File: src/rtl/etg_pkg.sv
package etg_pkg;

    localparam int FRAC_BITS = 16;

    localparam logic [63:0] ONE_Q30 = 64'd1 << 30;
    localparam logic [63:0] PI_E15 = 64'd3141592653589793;
    localparam logic [63:0] FIVE_P9 = 64'd1953125;
    localparam logic [63:0] FIVE_P15 = 64'd30517578125;
    localparam logic [63:0] PI_Q30 = ((PI_E15 / FIVE_P15) << 15)
                                   + (((PI_E15 % FIVE_P15) << 15) / FIVE_P15);
    localparam logic [63:0] OMEGA_NUM = ((PI_E15 / FIVE_P9) << 31)
                                      + (((PI_E15 % FIVE_P9) << 31) / FIVE_P9);
    localparam logic [63:0] MAG_POS_MAX = 64'd140737488355327;
    localparam logic [63:0] MAG_NEG_MAX = 64'd140737488355328;

    localparam logic [2:0] CFG_START_TIME = 3'd0;
    localparam logic [2:0] CFG_END_TIME = 3'd1;
    localparam logic [2:0] CFG_START_POSITION = 3'd2;
    localparam logic [2:0] CFG_END_POSITION = 3'd3;
    localparam logic [2:0] CFG_SAMPLE_INTERVAL = 3'd4;
    localparam logic [2:0] CFG_AXIS_RATIO = 3'd5;

    typedef struct packed {
        logic [31:0] start_time;
        logic [31:0] end_time;
        logic [30:0] start_position;
        logic [30:0] end_position;
        logic [19:0] sample_interval;
        logic [15:0] axis_ratio;
    } cfg_t;

    typedef enum logic [4:0] {
        OP_DUR,
        OP_KSI,
        OP_PHASE,
        OP_ANG,
        OP_A2,
        OP_SIN_MUL,
        OP_SIN_DIV,
        OP_SIN,
        OP_COS_MUL,
        OP_COS_DIV,
        OP_COS,
        OP_C2,
        OP_S2,
        OP_RR,
        OP_EE,
        OP_U,
        OP_RM,
        OP_SR,
        OP_NE,
        OP_INVE,
        OP_GV,
        OP_KP,
        OP_HV1,
        OP_HV,
        OP_DPOS,
        OP_OM,
        OP_VEL1,
        OP_VEL,
        OP_ACL1,
        OP_ACL2,
        OP_ACL
    } op_t;

    typedef enum logic [2:0] {
        ST_IDLE,
        ST_ISSUE,
        ST_WAIT,
        ST_OUT,
        ST_ERR
    } state_t;

    typedef enum logic [1:0] {
        U_MUL,
        U_DIV,
        U_SQRT
    } unit_t;

    typedef struct packed {
        logic accept;
        logic issue;
        logic load_ok;
        logic load_err;
        op_t  op;
    } cmd_t;

    typedef struct packed {
        logic go;
        logic err;
        logic done;
        logic j_last;
        logic out_free;
    } stat_t;

endpackage

File: src/rtl/etg_ctrl.sv
module etg_ctrl
    import etg_pkg::*;
(
    input  logic  clk,
    input  logic  rst_n,
    input  logic  in_valid,
    output logic  in_stall,
    input  stat_t stat,
    output cmd_t  cmd
);

    state_t state_reg, state_next;
    op_t    op_reg, op_next;

    always_ff @(posedge clk or negedge rst_n)
    begin
        if (!rst_n)
        begin
            state_reg <= ST_IDLE;
            op_reg <= OP_DUR;
        end
        else
        begin
            state_reg <= state_next;
            op_reg <= op_next;
        end
    end

    always_comb
    begin
        state_next = state_reg;
        op_next = op_reg;
        in_stall = 1'b1;
        cmd.accept = 1'b0;
        cmd.issue = 1'b0;
        cmd.load_ok = 1'b0;
        cmd.load_err = 1'b0;
        cmd.op = op_reg;
        case (state_reg)
            ST_IDLE:
            begin
                in_stall = 1'b0;
                cmd.accept = in_valid;
                if (in_valid && stat.go)
                begin
                    if (stat.err)
                    begin
                        state_next = ST_ERR;
                    end
                    else
                    begin
                        state_next = ST_ISSUE;
                        op_next = OP_DUR;
                    end
                end
            end
            ST_ISSUE:
            begin
                cmd.issue = 1'b1;
                state_next = ST_WAIT;
            end
            ST_WAIT:
            begin
                if (stat.done)
                begin
                    state_next = ST_ISSUE;
                    case (op_reg)
                        OP_SIN_DIV: op_next = stat.j_last ? OP_SIN : OP_SIN_MUL;
                        OP_COS_DIV: op_next = stat.j_last ? OP_COS : OP_COS_MUL;
                        OP_ACL:     state_next = ST_OUT;
                        default:    op_next = op_t'(5'(op_reg) + 5'd1);
                    endcase
                end
            end
            ST_OUT:
            begin
                if (stat.out_free)
                begin
                    cmd.load_ok = 1'b1;
                    state_next = ST_IDLE;
                end
            end
            ST_ERR:
            begin
                if (stat.out_free)
                begin
                    cmd.load_err = 1'b1;
                    state_next = ST_IDLE;
                end
            end
            default:
            begin
                state_next = ST_IDLE;
            end
        endcase
    end

endmodule

File: config.mk
export PLATFORM = sky130hd
export DESIGN_NAME = etg_ctrl
export DESIGN_NICKNAME = d
export VERILOG_FILES = /design/src/rtl/etg_pkg.sv /design/src/rtl/etg_ctrl.sv
export SDC_FILE = /design/constraint.sdc
export NUM_CORES = 1
export LEC_CHECK = 0
export BUFFER_PORTS_ARGS = -buffer_cell sky130_fd_sc_hd__buf_2
export CORE_MARGIN = 2
export CORE_UTILIZATION = 43
export CTS_CLUSTER_SIZE = 28
export DETAILED_ROUTE_END_ITERATION = 10
export HOLD_SLACK_MARGIN = 0.15
export PLACE_DENSITY_LB_ADDON = 0.25
export RECOVER_POWER = 50
export SLEW_MARGIN = 20
export SYNTH_ARGS = -nofsm -noshare
export SYNTH_HDL_FRONTEND = slang
export SYNTH_SLANG_ARGS = --single-unit
File: constraint.sdc
create_clock -name clk -period 1.3 [get_ports clk]
set_input_delay 0.26 -clock clk [delete_from_list [all_inputs] [get_ports clk]]
set_output_delay 0.26 -clock clk [all_outputs]
set_load 0.02 [all_outputs]
# Word level (Yosys, flattened, before mapping)
# Cells that the tools add are included.
# totals
in_bits	8
reg_bits	8
word_cells	40
out_inout_bits	10
# op_classes
addsub	1
reduce_logical	6
eq_ne	12
muxes	19
# ops
cell	n
2-to-1 mux 5 bit	3
case mux 5 bit (3 select lines)	1
2-to-1 mux 3 bit	4
case mux 3 bit (4 select lines)	1
case mux 5 bit (2 select lines)	1
!= test 2 bit, second input constant	4
equality test 3 x 2 -> 1 bit, second input constant	2
2-to-1 mux 1 bit	6
2-to-1 mux 2 bit	3
adder 5 x 1 -> 5 bit, second input constant	1
equality test 5 x 3 -> 1 bit, second input constant	1
equality test 5 x 4 -> 1 bit, second input constant	1
equality test 5 bit, second input constant	1
AND reduction 5 bit	1
equality test 3 x 1 -> 1 bit, second input constant	1
equality test 3 bit, second input constant	1
zero test 3 bit	1
AND reduction 3 bit	1
!= test 2 x 1 -> 1 bit, second input constant	1
nonzero test 2 bit	1
OR reduction 2 bit	1
logical AND 1 bit	1

# Depth between registers and ports, before layout
# Gate-level depths: netlist of run 1.
# logic_depth
word_depth	4
depth_mapped	6
ltp_nobuf	6

# Worst setup path after synthesis of run 1
# OpenSTA, ideal clock, no wires.
# synth_path
path_kind	flip-flop to output port
start	register state_reg[0]
end	output port cmd[8] (netlist bit)
arrival_time_ps	1303
required_time_ps	1040
path_buffers	1
slack_ps	-263
path_stages_with_launch	4
path_cell_list	dfrtp_1 -> clkbuf_1 -> or3_1 -> nor2_1
# synth_rtl
item	line_no	text
from (decl)	etg_ctrl.sv:12	state_t state_reg, state_next;
from (signal assigned)	etg_ctrl.sv:24	state_reg <= state_next;
to (decl)	etg_ctrl.sv:9	output cmd_t cmd

# Final worst setup path of run 1
# layout_path
start	register state_reg[1]
end	register op_reg[2]
# layout_between
elab_chain_cells	3
elab_cells_between_ends	9
classes_between	eq/ne (5); mux (1); reduce/logical (3)
# layout_rtl
item	line_no	text
equality test 3 x 2 -> 1 bit / zero test 3 bit (equally long branches)	etg_ctrl.sv:39	case (state_reg)
!= test 2 bit (no line) / nonzero test 2 bit (equally long branches)	--	
AND reduction 5 bit (no line)	--	
to (signal assigned)	etg_ctrl.sv:25	op_reg <= op_next;
to (decl)	etg_ctrl.sv:13	op_t op_reg, op_next;
# Parallel ways exist; a longest one is shown, timed or not.
# A chain may end at the register's enable or synchronous reset.

==> summary.md, run 1 <==
| Metric | Value |
|---|---|
| Drt initial violations | `26` |
| Crit path max-delay family | `compound AO/OA/AOI/OAI gates` |
| Initial antenna violation count | `0` |
| Critical Path Fanout Max | `5` |
| First-pass GRT wire length | `2800 µm` |
| Final-report setup violation count | `11` |
| Clk_lat worst skew | `0.26 ns` |
| Status | `complete, but fails checks` |
| Num rows | `13` |
| Worst EP required | `1.46 ns` |
| Final max-slew violation count | `0` |
| Min-Delay Path Class | `in2reg` |
| Synthesis Warnings | `0` |
| Die area | `1700 µm²` |
| Largest net degree at the start of global routing | `9` |
| Core area | `1300 µm²` |
| Antenna Cells | `0` |
| WL per Instance | `15.2 µm` |
| Vias in the first global route | `617` |
| Placed insts | `122` |
| Critical-path top delay cell | `dfrtp_1` |
| Post-DP HPWL | `1360 µm` |
| H-Tree Depth | `1` |
| Path depth of the worst reg2reg path | `6` |
| Fin cells | `133` |
| Register-to-register setup slack | `-0.32 ns` |
| Setup crit end kind | `flip-flop` |
| Worst-margin pin slew | `0.482 ns` |
| Clock Path Buffers | `2` |
| VDD IR max | `1.19 mV` |
| Num CTS Buffers | `3` |
| Root Buffer | `clkbuf_4` |
| Buffers on Ports | `17` |
| DRC violations left | `0` |
| Number of max-cap violations | `0` |
| Hold Path Depth | `3` |
| Initial Util | `45.8%` |
| Max reg flops | `5` |
| Worst Setup Path Type | `reg2reg` |
| CTS tree | `built` |
| Worst min-delay path endpoint | `op_reg[1]$_DFFE_PN0P_` |
| Via density | `5.56` |
| Top Ports | `18` |
| R2r endpoint | `op_reg[2]$_DFFE_PN0P_` |
| RePlAce Congestion | `0.833` |
| Fin crit period | `1.62 ns` |
| Crit path cell chain | `buf_4 -> nand4bb_4 -> a211oi_4 -> buf_4 -> a21oi_1 -> a21oi_1` |
| Power per Cell Area | `1920 nW/µm²` |
| Final WS setup | `-0.320 ns` |
| Worst hold margin | `0.321 ns` |
| Die Ht | `41.2 µm` |
| Worst path buffer plus inverter count | `2` |
| Period utilisation layout | `125%` |
| Failing checks | `setup timing` |
| Post-Route WL | `2030 µm` |
| Pre-antenna DRT Iters | `4` |
| Max-slew headroom | `67.9%` |
| FMAX | `617 MHz` |
| Number of library cell types mapped by synthesis | `30` |
| Max incr delay on CP | `0.41 ns` |
| Mean Syn Cell Area | `8.51 µm²` |
| RSZ-0062 raised after global routing | `yes` |
| Post-Syn Area | `596 µm²` |
| Leak | `0.000507 µW` |
| CP arrival | `1.78 ns` |
| Total grt overflow | `0` |
| Routed Antenna Nets | `0` |
| Die W | `41.2 µm` |
| Clock skew | `0.00447 ns` |
| Overall Global Routing Usage | `26.0%` |
| Via count | `739` |
| Sequential fraction of the synthesis area | `33.6%` |
| CP Launch Type | `flip-flop` |
| Fin. Hold Viols | `0` |
| Clk pin slew, worst setup/hold paths | `0.06 ns` |
| Syn Nets | `81` |
| Cells after synthesis | `70` |
| Hold path startpoint | `stat[1]` |
| Nets | `130` |
| RR Startpoint | `state_reg[1]$_DFFE_PN0P_` |
| Area growth syn-to-layout | `78.6%` |
| Register bit total from synthesis | `8` |
| CTS sink count | `8` |
| Fraction of layout cells with a size suffix above 1 | `60.2%` |
==> cells by family after synthesis <==
group	after synthesis	share of synthesized area, %
adders and majority gates	3	6.30
muxes	1	1.68
AOI/OAI and AO/OA	17	19.1
buffers and inverters	9	6.30
DFF	8	33.6
and+or+nand+nor	32	33.0
==> stage by stage <==
stage | util (%) | setup WS [ns] | total power, µW | TNS (ns) | area, µm²
final | 81.7 | -0.320 | 2040 | -2.71 | 1060
after global routing | 81.7 | -0.427 | 2190 | -3.34 | 1060
after CTS | 78.8 | -0.304 | 1920 | -2.27 | 1020
after detailed placement | 68.8 | -0.207 | 1480 | -1.24 | 895
after global placement | 68.8 | -0.183 | 1450 | -1.12 | 895
after floorplan | - | -0.141 | 1020 | -0.551 | 637
==> report_power, final <==
part           internal (µW)  leakage [µW]  switching (µW)
sequential               329      0.000101             111
clock                    118     0.0000150            91.0
combinational            746      0.000391             643
total                   1190      0.000507             844
==> how the worst max path moves through the flow <==
stage / start / end / slack (ns) / cells past startpoint
after global placement: state_reg[1]$_DFFE_PN0P_ / op_reg[0]$_DFFE_PN0P_ / -0.18 / 5
after global routing: state_reg[1]$_DFFE_PN0P_ / op_reg[2]$_DFFE_PN0P_ / -0.43 / 6
final: state_reg[1]$_DFFE_PN0P_ / op_reg[2]$_DFFE_PN0P_ / -0.32 / 6
after detailed placement: state_reg[1]$_DFFE_PN0P_ / op_reg[0]$_DFFE_PN0P_ / -0.21 / 5
after floorplan: op_reg[0]$_DFFE_PN0P_ / op_reg[3]$_DFFE_PN0P_ / -0.14 / 6
after CTS: state_reg[1]$_DFFE_PN0P_ / cmd[8] / -0.30 / 4
==> synth_stat cells (all sizes together) <==
library cell / count / area, µm²
nor4bb: 1 / 10.0
a31oi: 1 / 6.26
a211oi: 1 / 12.5
o22ai: 1 / 6.26
nand3: 4 / 20.0
nand2b: 1 / 6.26
and4bb: 1 / 12.5
and2: 2 / 15.0
a21oi: 5 / 25.0
mux2i: 1 / 10.0
and3: 3 / 18.8
a2111oi: 1 / 8.76
a211o: 1 / 8.76
o2111ai: 1 / 8.76
nor2: 4 / 15.0
ha: 3 / 37.5
and2b: 1 / 10.0
clkbuf: 1 / 3.75
nor3: 4 / 20.0
or3: 1 / 6.26
a22o: 1 / 10.0
nand4: 1 / 21.3
dfrtp: 8 / 200
buf: 1 / 7.51
nand4bb: 1 / 11.3
nand2: 8 / 30.0
o21ai: 4 / 20.0
o21a: 1 / 7.51
inv: 7 / 26.3
==> routing by layer <==
layer	up-vias	GRT usage [%]	part of all wire (%)
li1	351	-	-
met3	2	8.15	5.4
met1	360	35.3	45
met4	0	4.84	1.0
met2	26	40.6	48
met5	-	0	0
==> what timing repair did <==
action,CTS,global route
pin swaps,8,1
endpoints found under the hold margin,8,0
hold buffers,1,0
buffers inserted,4,2
gates resized for setup,17,7
setup endpoints to repair,11,12
==> layout make-up <==
class	count	area, µm²
clock buffer	4	26.3
fill	78	238
inverter	7	26.3
multi-input combinational	53	445
sequential	8	206
tap	15	18.8
timing repair buffer	46	340
==> worst min-delay path, cell delays in order <==
cell and delay (ns):
buf_2 0.08, mux2i_1 0.06, o22ai_1 0.13
==> layout by cell type, fill, tap and decap left out, types with 2 or more instances in the layout <==
cell type  synthesis  layout
inv_1              7       5
a21oi_1            5       4
ha_1               3       2
nor3_1             4       3
and3_4             0       2
clkbuf_1           1       2
and2_4             1       2
buf_6              0       7
nand3_1            4       4
buf_2              0      12
o21ai_1            0       3
clkbuf_4           0       3
dfrtp_1            8       3
buf_4              1      25
nor2_1             4       3
dfrtp_2            0       5
nand2_1            8       7
inv_2              0       2
No activity file was read; power rests on OpenSTA's default activity.
==> inputs of run 2 (changes only) <==
--- a/config.mk
+++ b/config.mk
@@ -11,7 +11,7 @@
 export CTS_CLUSTER_SIZE = 28
 export DETAILED_ROUTE_END_ITERATION = 10
 export HOLD_SLACK_MARGIN = 0.15
-export PLACE_DENSITY_LB_ADDON = 0.25
+export PLACE_DENSITY = 0.71
 export RECOVER_POWER = 50
 export SLEW_MARGIN = 20
 export SYNTH_ARGS = -nofsm -noshare
==> summary.md, run 2 (synthesized netlist as in run 1, its figures left out) <==
| Metric | Value |
|---|---|
| Status | `complete, but fails checks` |
| Failing checks | `setup timing` |
| Nets | `132 (+1.5%)` |
| Drt initial violations | `52 (+100%)` |
| Setup TNS Final | `-3.21 ns (-0.509 ns)` |
| Die area | `1700 µm² (unchanged)` |
| Worst hold margin | `0.301 ns (-0.0196 ns)` |
| Clk_lat worst skew | `0.26 ns (about the same)` |
| Post-Route WL | `3040 µm (+50%)` |
| Critical-path top delay cell | `dfrtp_1` |
| Buffers on Ports | `17 (unchanged)` |
| Die Ht | `41.2 µm (unchanged)` |
| Min-Delay Path Class | `in2reg` |
| WL per Instance | `22.5 µm (+48%)` |
| Power per Cell Area | `2040 nW/µm² (+6.3%)` |
| Critical Path Fanout Max | `4 (-1)` |
| Final WS setup | `-0.322 ns (-0.00258 ns)` |
| DRC violations left | `0 (unchanged)` |
| Initial Util | `45.8% (unchanged)` |
| Clk pin slew, worst setup/hold paths | `0.06 ns (about the same)` |
| Commonest non-fill, non-tap cell in the layout | `buf_4` |
| H-Tree Depth | `1 (unchanged)` |
| Top Ports | `18 (unchanged)` |
| CP Launch Type | `flip-flop` |
| Final max-slew violation count | `0 (unchanged)` |
| Max-slew headroom | `68.4% (+0.50 points)` |
| Most frequent cells in the layout | `22 x buf_4, 13 x buf_6, 11 x buf_2` |
| Pre-antenna DRT Iters | `4 (unchanged)` |
| Max reg flops | `5 (unchanged)` |
| FMAX | `616 MHz (-0.16%)` |
| Crit path cell chain | `buf_6 -> or3_4 -> nor2_4 -> buf_6` |
| Vias in the first global route | `745 (+21%)` |
| Multi-input gate area | `503 µm² (+13%)` |
| Num rows | `13 (unchanged)` |
| Antenna Cells | `0 (unchanged)` |
| RSZ-0062 raised after global routing | `yes` |
| Num CTS Buffers | `3 (unchanged)` |
| Leak | `0.000528 µW (+4.2%)` |
| Most used cell, CP | `buf_6` |
| CP arrival | `1.36 ns (-0.42 ns)` |
| Root Buffer | `clkbuf_4` |
| Fin crit period | `1.62 ns (+0.00258 ns)` |
| Via density | `6.29 (+13%)` |
| Place WS | `-0.186 ns (+0.0217 ns)` |
| CTS tree | `built` |
| Setup crit end kind | `primary output` |
| Initial antenna violation count | `0 (unchanged)` |
| Largest net degree at the start of global routing | `9 (unchanged)` |
| Clock skew | `0.00369 ns (-0.000781 ns)` |
| VDD IR max | `1.18 mV (-0.66%)` |
| Total grt overflow | `0 (unchanged)` |
| Routed Antenna Nets | `0 (unchanged)` |
| CTS sink count | `8 (unchanged)` |
| Core area | `1300 µm² (unchanged)` |
| Register Area | `206 µm² (unchanged)` |
| Post-DP HPWL | `1360 µm (+0.15%)` |
| RePlAce Congestion | `0.873 (+4.8%)` |
| Fin. Hold Viols | `0 (unchanged)` |
| Overall Global Routing Usage | `34.3% (+8.3 points)` |
| First-pass GRT wire length | `3590 µm (+28%)` |
| Max incr delay on CP | `0.39 ns (-0.02 ns)` |
| Number of max-cap violations | `0 (unchanged)` |
| Filler cells | `58 (-26%)` |
| Period utilisation layout | `125% (+0.20 points)` |
| Worst EP required | `1.04 ns (-0.42 ns)` |
| Fraction of layout cells with a size suffix above 1 | `70.8% (+11 points)` |
| Area growth syn-to-layout | `95.0%` |
| Worst-margin pin slew | `0.474 ns (-0.00748 ns)` |
| Final-report setup violation count | `13 (+2)` |
| Worst Setup Path Type | `reg2out` |
| Die W | `41.2 µm (unchanged)` |
| Via count | `849 (+15%)` |
| Clock Path Buffers | `2 (unchanged)` |
[run 2: changes by cell type in the layout (fill, tap and decap cells not counted), sizes merged]
cell / change
buf: +2
[run 2: per-layer routing]
metal | share of wire, % | vias to the layer above | GRT usage [%]
met1 | 34 | 401 | 35.0
met3 | 10 | 26 | 17.9
li1 | - | 353 | -
met2 | 49 | 69 | 55.5
met4 | 6.5 | 0 | 20.2
met5 | 0 | - | 0
[run 2: stage by stage]
stage	util, %	instance area (µm²)	instances	power (µW)
2_1_floorplan	-	637	70	1020
3_3_place_gp	65.3	850	116	1360
3_5_place_dp	65.3	850	116	1400
4_1_cts	83.9	1090	131	2080
5_1_grt	89.2	1160	135	2450
6_report	89.2	1160	135	2360
[run 2: final cells by class]
cell class              instances  area share [%]
multi-input cells              53            43.3
inverters                       7            2.26
clock buffers                   4            2.26
well taps                      15            1.62
repair buffers                 48            32.8
flip-flops and latches          8            17.8
[run 2: worst max-delay path: cells and delay by family, from the launching register on]
family | cells | cell delay [ns]
and+or+nand+nor | 2 | 0.45
DFF | 1 | 0.39
buffers and inverters | 2 | 0.26
[run 2: worst paths after layout]
check | start | to | slack [ns] | cells after the start
max | state_reg[1]$_DFFE_PN0P_ | cmd[8] | -0.32 | 4
min | stat[1] | op_reg[1]$_DFFE_PN0P_ | 0.30 | 3
max reg2reg | state_reg[1]$_DFFE_PN0P_ | op_reg[3]$_DFFE_PN0P_ | -0.32 | 6
min reg2reg | state_reg[2]$_DFFE_PN0P_ | state_reg[1]$_DFFE_PN0P_ | 0.61 | 2
max in group asynchronous | rst_n | op_reg[1]$_DFFE_PN0P_ | 0.48 | 2
min in group asynchronous | rst_n | op_reg[3]$_DFFE_PN0P_ | 0.46 | 2
[run 2: what timing repair did]
action / 4_1_cts / 5_1_grt
resized for setup: 34 / 11
hold buffers: 1 / 0
setup endpoints to repair: 11 / 14
pin swaps: 12 / 6
hold endpoints to repair: 8 / 0
setup buffers: 10 / 4
[run 2: power by group]
| part | internal, µW | switching [µW] | total (µW) |
|---|---|---|---|
| registers | 332 | 113 | 445 |
| logic | 854 | 848 | 1700 |
| clock network | 118 | 96.7 | 215 |
| total | 1300 | 1060 | 2360 |
==> inputs of run 3 (changes only) <==
--- a/config.mk
+++ b/config.mk
@@ -5,13 +5,14 @@
 export SDC_FILE = /design/constraint.sdc
 export NUM_CORES = 1
 export LEC_CHECK = 0
+export ABC_AREA = 1
 export BUFFER_PORTS_ARGS = -buffer_cell sky130_fd_sc_hd__buf_2
 export CORE_MARGIN = 2
-export CORE_UTILIZATION = 43
+export CORE_UTILIZATION = 46
 export CTS_CLUSTER_SIZE = 28
 export DETAILED_ROUTE_END_ITERATION = 10
 export HOLD_SLACK_MARGIN = 0.15
-export PLACE_DENSITY = 0.71
+export PLACE_DENSITY = 0.73
 export RECOVER_POWER = 50
 export SLEW_MARGIN = 20
 export SYNTH_ARGS = -nofsm -noshare
==> summary.md, run 3 <==
| Metric | Value |
|---|---|
| Number of flops mapped to enable cells by yosys | `0 (unchanged)` |
| Post-DP HPWL | `1300 µm (-4.8%)` |
| WL per Instance | `12.3 µm (-45%)` |
| H-Tree Depth | `1 (unchanged)` |
| Clk_lat worst skew | `0.25 ns (about the same)` |
| Sequential fraction of the synthesis area | `27.4% (-6.3 points)` |
| Final WS setup | `-0.150 ns (+0.172 ns)` |
| Compound-Gate Fraction of Synth Area | `8.89% (-10 points)` |
| Initial Util | `48.6% (+2.8 points)` |
| RSZ-0062 raised after global routing | `yes` |
| Path depth of the worst reg2reg path | `8 (+2)` |
| Register Area | `204 µm² (-1.2%)` |
| Filler cells | `115 (+98%)` |
| Max-slew headroom | `71.7% (+3.3 points)` |
| Post-Syn Area | `732 µm² (+23%)` |
| CP Launch Type | `flip-flop` |
| CTS tree | `built` |
| Root Buffer | `clkbuf_4` |
| Post-Route WL | `1970 µm (-35%)` |
| Worst-margin pin slew | `0.424 ns (-0.0498 ns)` |
| Area growth syn-to-layout | `44.6%` |
| Top Ports | `18 (unchanged)` |
| Initial antenna violation count | `0 (unchanged)` |
| Place WS | `-0.0486 ns (+0.137 ns)` |
| Largest area contributor in the netlist | `dfrtp_1` |
| Fin crit period | `1.45 ns (-0.172 ns)` |
| Overall Global Routing Usage | `22.8% (-12 points)` |
| CTS sink count | `8 (unchanged)` |
| Power per Cell Area | `1660 nW/µm² (-18%)` |
| Finished Cell Area | `1060 µm² (-8.8%)` |
| Setup TNS Final | `-0.721 ns (+2.49 ns)` |
| Total grt overflow | `0 (unchanged)` |
| Count leader, synth | `nand2_1` |
| Status | `complete, but fails checks` |
| Final core utilization | `70.3% (-19 points)` |
| Antenna Cells | `0 (unchanged)` |
| Routed Antenna Nets | `0 (unchanged)` |
| Adder-cell share of the synthesized area | `5.13% (-1.2 points)` |
| Worst EP required | `1.04 ns (about the same)` |
| Clock Path Buffers | `2 (unchanged)` |
| Simple-gate share of the synthesized area | `47.0% (+14 points)` |
| Number of max-cap violations | `0 (unchanged)` |
| Largest net degree at the start of global routing | `9 (unchanged)` |
| Register bit total from synthesis | `8 (unchanged)` |
| Asr flop ratio synth | `100% (unchanged)` |
| Vias in the first global route | `708 (-5.0%)` |
| Top post-synthesis cells by count | `40 x nand2_1, 15 x inv_1, 9 x nor2_1` |
| Max reg flops | `5 (unchanged)` |
| Placed insts | `150 (+29%)` |
| First-pass GRT wire length | `3180 µm (-12%)` |
| Critical-path top delay cell | `dfrtp_1` |
| Die Ht | `43.9 µm (+6.5%)` |
| Top-area cell type share of the netlist area | `27.4% (-6.3 points)` |
| Num rows | `14 (+1)` |
| Setup crit end kind | `primary output` |
| Number of library cell types mapped by synthesis | `23 (-23%)` |
| Final max-slew violation count | `0 (unchanged)` |
| Hold Path Depth | `3 (unchanged)` |
| Ys flop type | `dfrtp_1` |
| Mean Syn Cell Area | `6.65 µm² (-22%)` |
| XOR/XNOR Fraction of Synth Area | `1.20% (+1.2 points)` |
| Fin. Hold Viols | `0 (unchanged)` |
| Most frequent cells in the layout | `35 x nand2_1, 15 x buf_4, 11 x inv_1, 11 x buf_2, 7 x nand2_2` |
| Max incr delay on CP | `0.40 ns (about the same)` |
| Die area | `1930 µm² (+13%)` |
| Leak | `0.000559 µW (+5.7%)` |
| CP arrival | `1.19 ns (-0.17 ns)` |
| Crit path cell chain | `inv_2 -> nand2_2 -> buf_6 -> nor3_4 -> buf_4` |
| Commonest non-fill, non-tap cell in the layout | `nand2_1` |
| Num CTS Buffers | `3 (unchanged)` |
| Multi-input gate area | `518 µm² (+3.0%)` |
| Cells after synthesis | `110 (+57%)` |
| DRC violations left | `0 (unchanged)` |
| Drt initial violations | `25 (-52%)` |
| Worst Setup Path Type | `reg2out` |
| Critical Path Fanout Max | `3 (-1)` |
| Largest family of logic cells by synthesized area | `simple AND/OR/NAND/NOR gates` |
| Via count | `810 (-4.6%)` |
| Buffers on Ports | `17 (unchanged)` |
| Clk pin slew, worst setup/hold paths | `0.05 ns (about the same)` |
| VDD IR max | `1.28 mV (+8.0%)` |
| Clock skew | `0.0119 ns (+0.00826 ns)` |
| Final-report setup violation count | `10 (-3)` |
| Syn Nets | `121 (+49%)` |
| Mux cell area share after synthesis | `0% (-1.7 points)` |
| Synthesis Warnings | `0 (unchanged)` |
| Register-to-register setup slack | `-0.06 ns (+0.26 ns)` |
| FMAX | `690 MHz (+12%)` |
| Die W | `43.9 µm (+6.5%)` |
| Min-Delay Path Class | `in2reg` |
| RePlAce Congestion | `0.850 (-2.6%)` |
| Fraction of layout cells with a size suffix above 1 | `47.2% (-24 points)` |
| Nets | `156 (+18%)` |
| Core area | `1510 µm² (+16%)` |
| Failing checks | `setup timing` |
| Dpl cell area | `910 µm² (+7.1%)` |
| Via density | `5.06 (-20%)` |
| Top cells by area, synth | `dfrtp_1 27%, nand2_1 21%, inv_1 7.7%` |
| Pre-antenna DRT Iters | `4 (unchanged)` |
| Fin cells | `160 (+19%)` |
| Period utilisation layout | `112% (-13 points)` |
## run 3: metal layers
layer  wire length [µm]  share of wire (%)  vias to the layer above  GRT usage (%)
met2                957                 49                       23           36.2
met1                888                 45                      372           31.2
li1                   -                  -                      411              -
met4                 34                1.7                        0           7.27
met5                  0                  0                        -              0
met3                 87                4.4                        4           4.58
## run 3: cell families (layout without fill, tap and decap cells)
logic type               count (synthesis)  count (layout)
AND/OR/NAND/NOR                         68              68
buffers and inverters                   19              53
AO/OA/AOI/OAI                           11              11
flip-flops                               8               8
adder cells (fa/ha/maj)                  3               3
XOR/XNOR                                 1               1
## run 3: critical path, delay by kind of cell (launching register included)
kind	cells	cell delay, ns
flops	1	0.40
buf+inv	3	0.37
simple gates	2	0.18
## run 3: final timing paths
path | start | to
worst min-delay path | stat[3] | state_reg[2]$_DFFE_PN0P_
max in group asynchronous | rst_n | state_reg[2]$_DFFE_PN0P_
min in group asynchronous | rst_n | op_reg[3]$_DFFE_PN0P_
worst max register to register | state_reg[0]$_DFFE_PN0P_ | op_reg[3]$_DFFE_PN0P_
worst max-delay path | state_reg[0]$_DFFE_PN0P_ | cmd[5]
worst min register to register | state_reg[0]$_DFFE_PN0P_ | state_reg[0]$_DFFE_PN0P_
## run 3: where the power goes
part           switching [µW]  internal [µW]  total (µW)
clock                    82.2            117         199
sequential               57.2            297         354
combinational             701            506        1210
## run 3: metrics by stage
| step | total power (µW) | hold WS, ns |
|---|---|---|
| after floorplan | 1030 | -0.0356 |
| after global placement | 1330 | 0.109 |
| after detailed placement | 1340 | 0.108 |
| after CTS | 1700 | 0.287 |
| after global routing | 1890 | 0.311 |
| final | 1760 | 0.304 |
## run 3: cell type report
cell class              count  share of cell area [%]
clock buffers               4                    2.48
inverters                  17                    6.03
multi-input cells          83                    48.9
flip-flops and latches      8                    19.3
well taps                  16                    1.89
repair buffers             32                    21.4
## run 3: timing repair
action                     4_1_cts  5_1_grt
gates resized for setup         19        6
pin swaps                        7        8
hold buffers                     1        0
setup buffers                    5        1
setup endpoints to repair       10       11
hold endpoints to repair         8        0
